File: src/rtl/brn_pkg.sv
`default_nettype none
// ----------------------------------------------------------------------------
// brn_pkg: shared definitions of the bilinear resize and normalize block
// Sizes, configuration register indexes, reset values, controller states and
// the command and status groups between controller and datapath.
// ----------------------------------------------------------------------------
package brn_pkg;

    localparam int OUT_WIDTH        = 480;
    localparam int OUT_HEIGHT       = 480;
    localparam int MAX_SOURCE_WIDTH = 4096;
    localparam int FRACTION_BITS    = 16;
    localparam int MAX_RESULTS      = 64;

    localparam int COORD_W    = 9;
    localparam int SRC_W      = $clog2(MAX_SOURCE_WIDTH);
    localparam int SIZE_W     = 13;
    localparam int CNT_W      = $clog2(MAX_RESULTS);
    localparam int PIX_W      = 8;
    localparam int RGB_W      = 3 * PIX_W;
    localparam int GAIN_W     = 24;
    localparam int OFFS_W     = 16;
    localparam int NORM_W     = 16;
    localparam int CFG_IDX_W  = 3;
    localparam int CFG_DATA_W = 24;

    // Both output sizes are 480, so the mapping divides by 2*480 = 64*15.
    // The power of two folds into the shift; the 15 is a reciprocal multiply
    // that is exact for any 32-bit dividend.
    localparam logic [31:0] DIV15_MAGIC = 32'h8888_8889;
    localparam int          DIV15_SHIFT = 35;

    localparam logic [CFG_IDX_W-1:0] CFG_SOURCE_WIDTH  = 3'd0;
    localparam logic [CFG_IDX_W-1:0] CFG_SOURCE_HEIGHT = 3'd1;
    localparam logic [CFG_IDX_W-1:0] CFG_GAIN_RED      = 3'd2;
    localparam logic [CFG_IDX_W-1:0] CFG_GAIN_GREEN    = 3'd3;
    localparam logic [CFG_IDX_W-1:0] CFG_GAIN_BLUE     = 3'd4;
    localparam logic [CFG_IDX_W-1:0] CFG_OFFSET_RED    = 3'd5;
    localparam logic [CFG_IDX_W-1:0] CFG_OFFSET_GREEN  = 3'd6;
    localparam logic [CFG_IDX_W-1:0] CFG_OFFSET_BLUE   = 3'd7;

    localparam logic [SIZE_W-1:0]        RST_SOURCE_WIDTH  = 13'd480;
    localparam logic [SIZE_W-1:0]        RST_SOURCE_HEIGHT = 13'd480;
    localparam logic [GAIN_W-1:0]        RST_GAIN_RED      = 24'd287306;
    localparam logic [GAIN_W-1:0]        RST_GAIN_GREEN    = 24'd293719;
    localparam logic [GAIN_W-1:0]        RST_GAIN_BLUE     = 24'd292413;
    localparam logic signed [OFFS_W-1:0] RST_OFFSET_RED    = -16'sd8675;
    localparam logic signed [OFFS_W-1:0] RST_OFFSET_GREEN  = -16'sd8338;
    localparam logic signed [OFFS_W-1:0] RST_OFFSET_BLUE   = -16'sd7391;

    typedef enum logic [4:0] {
        S_IDLE,
        S_ROW_REQ,
        S_ROW_WAIT,
        S_COL_REQ,
        S_COL_WAIT,
        S_OUT_INIT,
        S_Y_REQ,
        S_Y_WAIT,
        S_X_REQ,
        S_X_WAIT,
        S_RD_X0,
        S_RD_X1,
        S_RD_CAP,
        S_CALC_H,
        S_CALC_V,
        S_CALC_G,
        S_EMIT,
        S_FINISH
    } t_state;

    typedef enum logic [1:0] {
        MAP_ROW_SCAN,
        MAP_COL_SCAN,
        MAP_OUT_Y,
        MAP_OUT_X
    } t_map_sel;

    typedef struct packed {
        logic     accept;
        logic     map_go;
        t_map_sel map_sel;
        logic     row_take;
        logic     col_take;
        logic     out_init;
        logic     y_latch;
        logic     x_latch;
        logic     rd_x1;
        logic     cap_left;
        logic     cap_right;
        logic     emit;
        logic     finish;
    } t_dp_cmd;

    typedef struct packed {
        logic col_zero;
        logic y_scan_done;
        logic x_scan_done;
        logic map_done;
        logic map_hit_row;
        logic map_hit_col;
        logic out_any;
        logic run_end;
        logic out_last;
        logic out_free;
    } t_dp_sts;

endpackage
`default_nettype wire

File: src/rtl/brn_ctrl.sv
`default_nettype none
// ----------------------------------------------------------------------------
// brn_ctrl: sequencer of the bilinear resize and normalize block
// Per source pixel: store it, find the output rows (on the first column) and
// columns it completes, then walk the released outputs one at a time through
// mapping, line store reads and the arithmetic stages.
// ----------------------------------------------------------------------------
module brn_ctrl import brn_pkg::*; (
    input  logic    i_clk,
    input  logic    i_rst_n,
    input  logic    i_in_valid,
    output logic    o_in_ready,
    input  t_dp_sts i_sts,
    output t_dp_cmd o_cmd
);

    t_state r_state, n_state;

    always_ff @(posedge i_clk) begin
        if (!i_rst_n) begin
            r_state <= S_IDLE;
        end else begin
            r_state <= n_state;
        end
    end

    always_comb begin
        n_state    = r_state;
        o_cmd      = '0;
        o_in_ready = 1'b0;
        unique case (r_state)
            S_IDLE: begin
                o_in_ready = 1'b1;
                if (i_in_valid) begin
                    o_cmd.accept = 1'b1;
                    n_state = i_sts.col_zero ? S_ROW_REQ : S_COL_REQ;
                end
            end
            S_ROW_REQ: begin
                if (i_sts.y_scan_done) begin
                    n_state = S_COL_REQ;
                end else begin
                    o_cmd.map_go  = 1'b1;
                    o_cmd.map_sel = MAP_ROW_SCAN;
                    n_state = S_ROW_WAIT;
                end
            end
            S_ROW_WAIT: begin
                if (i_sts.map_done) begin
                    if (i_sts.map_hit_row) begin
                        o_cmd.row_take = 1'b1;
                        n_state = S_ROW_REQ;
                    end else begin
                        n_state = S_COL_REQ;
                    end
                end
            end
            S_COL_REQ: begin
                if (i_sts.x_scan_done) begin
                    n_state = S_OUT_INIT;
                end else begin
                    o_cmd.map_go  = 1'b1;
                    o_cmd.map_sel = MAP_COL_SCAN;
                    n_state = S_COL_WAIT;
                end
            end
            S_COL_WAIT: begin
                if (i_sts.map_done) begin
                    if (i_sts.map_hit_col) begin
                        o_cmd.col_take = 1'b1;
                        n_state = S_COL_REQ;
                    end else begin
                        n_state = S_OUT_INIT;
                    end
                end
            end
            S_OUT_INIT: begin
                if (i_sts.out_any) begin
                    o_cmd.out_init = 1'b1;
                    n_state = S_Y_REQ;
                end else begin
                    n_state = S_FINISH;
                end
            end
            S_Y_REQ: begin
                o_cmd.map_go  = 1'b1;
                o_cmd.map_sel = MAP_OUT_Y;
                n_state = S_Y_WAIT;
            end
            S_Y_WAIT: begin
                if (i_sts.map_done) begin
                    o_cmd.y_latch = 1'b1;
                    n_state = S_X_REQ;
                end
            end
            S_X_REQ: begin
                o_cmd.map_go  = 1'b1;
                o_cmd.map_sel = MAP_OUT_X;
                n_state = S_X_WAIT;
            end
            S_X_WAIT: begin
                if (i_sts.map_done) begin
                    o_cmd.x_latch = 1'b1;
                    n_state = S_RD_X0;
                end
            end
            S_RD_X0: begin
                n_state = S_RD_X1;
            end
            S_RD_X1: begin
                // Left-hand data is back while the right-hand read goes out.
                o_cmd.rd_x1    = 1'b1;
                o_cmd.cap_left = 1'b1;
                n_state = S_RD_CAP;
            end
            S_RD_CAP: begin
                o_cmd.cap_right = 1'b1;
                n_state = S_CALC_H;
            end
            S_CALC_H: begin
                n_state = S_CALC_V;
            end
            S_CALC_V: begin
                n_state = S_CALC_G;
            end
            S_CALC_G: begin
                n_state = S_EMIT;
            end
            S_EMIT: begin
                if (i_sts.out_free) begin
                    o_cmd.emit = 1'b1;
                    if (i_sts.out_last) begin
                        n_state = S_FINISH;
                    end else if (i_sts.run_end) begin
                        n_state = S_Y_REQ;
                    end else begin
                        n_state = S_X_REQ;
                    end
                end
            end
            S_FINISH: begin
                o_cmd.finish = 1'b1;
                n_state = S_IDLE;
            end
            default: begin
                n_state = S_IDLE;
            end
        endcase
    end

endmodule
`default_nettype wire

File: config.mk
export PLATFORM = sky130hd
export DESIGN_NAME = brn_ctrl
export DESIGN_NICKNAME = d
export VERILOG_FILES = /design/src/rtl/brn_pkg.sv /design/src/rtl/brn_ctrl.sv
export SDC_FILE = /design/constraint.sdc
export NUM_CORES = 1
export LEC_CHECK = 0
export BUFFER_PORTS_ARGS = -buffer_cell sky130_fd_sc_hd__clkbuf_2
export CORE_UTILIZATION = 48
export DETAILED_ROUTE_END_ITERATION = 10
export GPL_TIMING_DRIVEN = 0
export PLACE_DENSITY = 0.78
export SLEW_MARGIN = 30
export SYNTH_ARGS = -nofsm -noshare
export SYNTH_HDL_FRONTEND = slang
export SYNTH_SLANG_ARGS = --single-unit
File: constraint.sdc
create_clock -name i_clk -period 1.8 [get_ports i_clk]
set_input_delay 0.36 -clock i_clk [delete_from_list [all_inputs] [get_ports i_clk]]
set_output_delay 0.36 -clock i_clk [all_outputs]
set_load 0.01 [all_outputs]
==> summary.txt, run 1 <==
Synth
  – Synth Area in Simple Gates: 46.6%
  – Synth Area in XOR/XNOR: 1.17%
  – Post-synthesis mux area share: 2.67%
  – Post-synthesis async set-or-reset flop share: 0%
  – Seq/Total Area, Yosys: 13.4%
  – Syn_nets: 125
  – Cell area after synthesis: 749 µm²
  – Main combinational cell family by area after synthesis: simple AND/OR/NAND/NOR gates
  – Adder-cell share of the synthesized area: 0%
  – Cells after Synth: 112
  – Synth Area in Compound Gates: 25.2%
  – Post-synthesis register bit count: 5
  – Synth warnings: 0
  – Syn_area_per_cell: 6.69 µm²
  – Number of synthesized flops with an enable pin: 0
  – Number of library cell types mapped by synthesis: 40
  – Main synth FF type: dfxtp_1

Global routing
  – Largest net degree at the start of global routing: 11

Die
  – DIE WIDTH: 41.5 µm
  – Io pins: 28
  – Starting Density: 54.2%
  – Num rows: 13
  – Die Ht: 41.5 µm

Placement
  – Post-detail-place hpwl: 1630 µm
  – GPL Wtd Cong: 0.898
  – IO Port Bufs: 27

Status
  – Run Error: [ERROR DPL-0038] Utilization greater than 100%, impossible to legalize
  – Exit stage: global routing
  – Status: aborted with a tool error

Clock network
  – Clock Tree Buf Depth: 2
  – Hold buffer count at cts: 0
  – Clock sinks: 5
  – Htree depth: 1
  – Root buf cell: clkbuf_4
  – Clock buffer count from CTS: 3

Timing
  – Worst Endpoint after GRT Repair: o_cmd[12]
  – Worst EP kind: output port
[timing repair]
action | in CTS
gates resized for setup | 39
buffers inserted | 12
endpoints found under the setup margin | 15
gates cloned | 0
hold endpoints to repair | 0
pin swaps | 6
[kinds of logic after synthesis]
kind of cell           Yosys count
AND/OR/NAND/NOR                 60
AO/OA/AOI/OAI                   27
buffers and inverters           17
flip-flops                       5
multiplexers                     2
XOR/XNOR                         1
[Yosys cell counts (all sizes together), types with 4 or more instances]
library cell,instances,share of area (%)
nand2,11,5.5
a21oi,9,6.0
nor3,9,6.0
buf,8,6.5
nor2,7,3.5
nand2b,6,5.0
nor4,6,7.0
and3,5,4.8
dfxtp,5,13
inv,5,2.5
nor2b,5,4.2
clkbuf,4,2.0
[through the flow]
| step | setup slack [ns] | instance area (µm²) | utilization [%] | setup TNS (ns) | instances |
|---|---|---|---|---|---|
| 4_1_cts | -0.0409 | 1150 | 83.5 | -0.0535 | 170 |
| 3_5_place_dp | -0.106 | 908 | 65.7 | -0.259 | 154 |
| 3_3_place_gp | -0.0683 | 908 | 65.7 | -0.114 | 154 |
| 2_1_floorplan | 0.00167 | 754 | - | 0 | 112 |
==> run 2, diff against run 1 <==
Settings changed: CORE_AREA set to 2 2 63 65, CORE_UTILIZATION 48 to not set, DIE_AREA set to 0 0 65 67, PLACE_DENSITY 0.78 to not set, PLACE_DENSITY_LB_ADDON set to 0.15.
==> run 2 against run 1 <==
Area after synthesis is the same. Synthesized cell count did not move. The flow now finishes without violations.
==> summary.txt, run 2 <==
Status
  – Status: complete, no violations

Global routing
  – Largest net degree at the start of global routing: 11
  – Total track usage: 12.8%
  – First-pass GRT wire length: 4330 µm
  – Grt total ovfl: 0
  – Vias in the first global route: 937
  – Initial antenna violation count: 0

Synth
  – Cell area after synthesis: 749 µm²
  – Number of synthesized flops with an enable pin: 0
  – Most area-consuming cells after synthesis: dfxtp_1 13%, a21oi_1 6.0%, nor3_1 6.0%, nand2_1 5.5%, nand2b_1 5.0%
  – Top-area cell type share of the netlist area: 13.4%
  – Cells after Synth: 112
  – Number of library cell types mapped by synthesis: 40
  – Main synth FF type: dfxtp_1
  – Seq/Total Area, Yosys: 13.4%
  – Syn_nets: 125
  – Post-synth top area cell: dfxtp_1
  – Post-synthesis register bit count: 5
  – Synth warnings: 0
  – Syn_area_per_cell: 6.69 µm²
  – Post-synthesis async set-or-reset flop share: 0%
  – Most frequent cells after synthesis: 11 x nand2_1, 9 x a21oi_1, 9 x nor3_1
  – Cell with the most instances after synthesis: nand2_1

Power and ir drop
  – Net Sw Frac: 44.0%
  – Comb power frac: 74.6%
  – Clock share of power: 14.1%
  – Worst IR Drop VDD: 0.292 mV
  – Pwr dens: 1170 nW/µm²
  – Internal power: 0.813 mW
  – Flop pwr share: 11.3%
  – Pleak: 0.559 nW
  – Psw: 0.639 mW

Route
  – Vias post-DR: 1028
  – Initial DRC count: 65
  – Wirelength per Cell: 14.0 µm
  – Routed wire length: 2850 µm
  – Antenna Nets Post-Route: 0
  – DRC: 0
  – Via density: 5.04
  – Pre-Repair DR Iteration Count: 4

Placement
  – IO Port Bufs: 27
  – Post-DP Area: 950 µm²
  – Post-detail-place hpwl: 1940 µm
  – GPL Wtd Cong: 0.764

Layout
  – NumNets Final: 170
  – Final Cell Area: 1250 µm²
  – Fillers: 413
  – ANT cells: 0
  – Layout cells sized above 1: 50.6%
  – Largest regs: r_state: 5 flops
  – Most common cell after layout, fill and taps aside: clkbuf_2
  – Most frequent cells in the layout: 23 x clkbuf_2, 14 x buf_4, 11 x nand2_1
  – Max FFs per register: 5
  – Top reg by flops: r_state
  – Area delta synth->final: 66.3%

Setup path
  – Crit path max-delay family: buffers and inverters
  – Reg2Reg Launch Point: r_state[0]
  – Slowest CP cell: dfxtp_4
  – Critical Path Start: r_state[1]
  – Biggest cell delay along the critical path: 0.34 ns
  – Crit path DAT: 1.42 ns
  – Buf+Inv Stages, Crit Path: 3
  – CP Launch Type: flip-flop
  – Critical path, cell by cell: buf_6 -> buf_8 -> a22oi_2 -> nor3_2 -> a31o_2 -> clkbuf_2
  – Flop2flop setup slack: 0.12 ns
  – Crit Reg-Reg Endpoint: r_state[0]
  – CP Capture Point: o_cmd[12]
  – Crit path depth: 6
  – R2R depth: 7
  – Worst setup EP type: output pin
  – Worst EP required: 1.44 ns
  – Max FO, Critical Path: 10
  – Worst setup path class: flip-flop to output pin

Timing
  – Final setup TNS: 0 ns
  – Fmax: 0.563 GHz
  – Worst-margin pin slew: 0.381 ns
  – RSZ-0062 raised after global routing: true
  – Min Tclk post-route: 1.78 ns
  – Setup violations, final: 0
  – Period utilization: 98.7%
  – Final Max Slew Viols: 0
  – Worst hold margin: 0.431 ns
  – Slew Limit Headroom: 74.4%
  – Final hold vios: 0
  – Final setup skew: 0.00373 ns

Clock network
  – CTS clock-pin slew for the worst setup and hold paths: 0.04 ns
  – Clock Tree Buf Depth: 2
  – Hold buffer count at cts: 0
  – Clock sinks: 5
  – Clock buffer count from CTS: 3
  – Htree depth: 1
  – Latest clock arrival within the worst-skew pair: 0.22 ns
  – Root buf cell: clkbuf_8
  – CTS tree: done

Die
  – Num rows: 22
  – Core area: 3610 µm²
  – Io pins: 28
  – Die area: 4360 µm²
  – DIE WIDTH: 65 µm
  – Starting Density: 20.8%
  – Die Ht: 67 µm

Min path
  – Min-delay worst type: primary input to flip-flop

Job
  – Number of max-cap violations: 0
==> run 2: cell counts after synthesis <==
Identical to the previous run, type by type.
==> run 2: power groups by stage <==
stage	sequential, mW	combinational, mW	clock, mW
4_1_cts	0.158	0.973	0.208
2_1_floorplan	0.159	0.548	0
6_report	0.165	1.08	0.204
3_5_place_dp	0.164	0.728	0
3_3_place_gp	0.165	0.743	0
5_1_grt	0.166	1.17	0.216
==> run 2: through the flow <==
stage	utilization [%]	std cells	setup WS, ns	total power [mW]
final	34.6	204	0.0225	1.45
after global routing	34.6	204	-0.00675	1.55
after CTS	32.4	201	-0.0179	1.34
after detailed placement	26.3	187	-0.117	0.892
after global placement	26.3	187	-0.126	0.908
after floorplan	-	112	0.00167	0.707
==> run 2: cells by family after synthesis <==
| kind of cell | synth area share (%) |
|---|---|
| and+or+nand+nor | 46.6 |
| AOI/OAI and AO/OA | 25.2 |
| buffers and inverters | 11.0 |
| DFF | 13.4 |
| muxes | 2.67 |
| xor gates and xnor gates | 1.17 |
==> run 2: area by class of cell <==
| class | instances | area [µm²] | area share [%] |
|---|---|---|---|
| clock buffers | 4 | 45.0 | 3.61 |
| multi-input cells | 90 | 653 | 52.4 |
| well taps | 48 | 60.1 | 4.82 |
| plain buffers | 11 | 123 | 9.84 |
| inverters | 5 | 18.8 | 1.51 |
| flip-flops and latches | 5 | 109 | 8.73 |
| repair buffers | 41 | 238 | 19.1 |
==> run 2: worst min-delay path by stage <==
stage	from	to	slack [ns]	cells past startpoint
6_report	i_rst_n	r_state[4]	0.43	2
5_1_grt	i_rst_n	r_state[4]	0.45	2
4_1_cts	i_rst_n	r_state[4]	0.43	2
3_5_place_dp	i_rst_n	r_state[4]	0.65	2
3_3_place_gp	i_rst_n	r_state[4]	0.65	2
2_1_floorplan	i_rst_n	r_state[4]	0.49	1
==> run 2: repair_timing <==
item | CTS | global route
setup endpoints to repair | 15 | 14
setup buffers | 11 | 2
resized for setup | 31 | 16
cloned | 0 | 1
pin swaps | 4 | 7
==> run 2: metal layers <==
layer  up-vias  wire length (µm)  part of all wire, %  track usage (%)
met5         -                 0                    0                0
met4         0                28                 0.98             3.19
met3         4               129                  4.5             3.21
met2        24              1420                   50             22.0
met1       501              1280                   45             15.9
li1        499                 -                    -                -
Power figures use the tool's default switching activity.
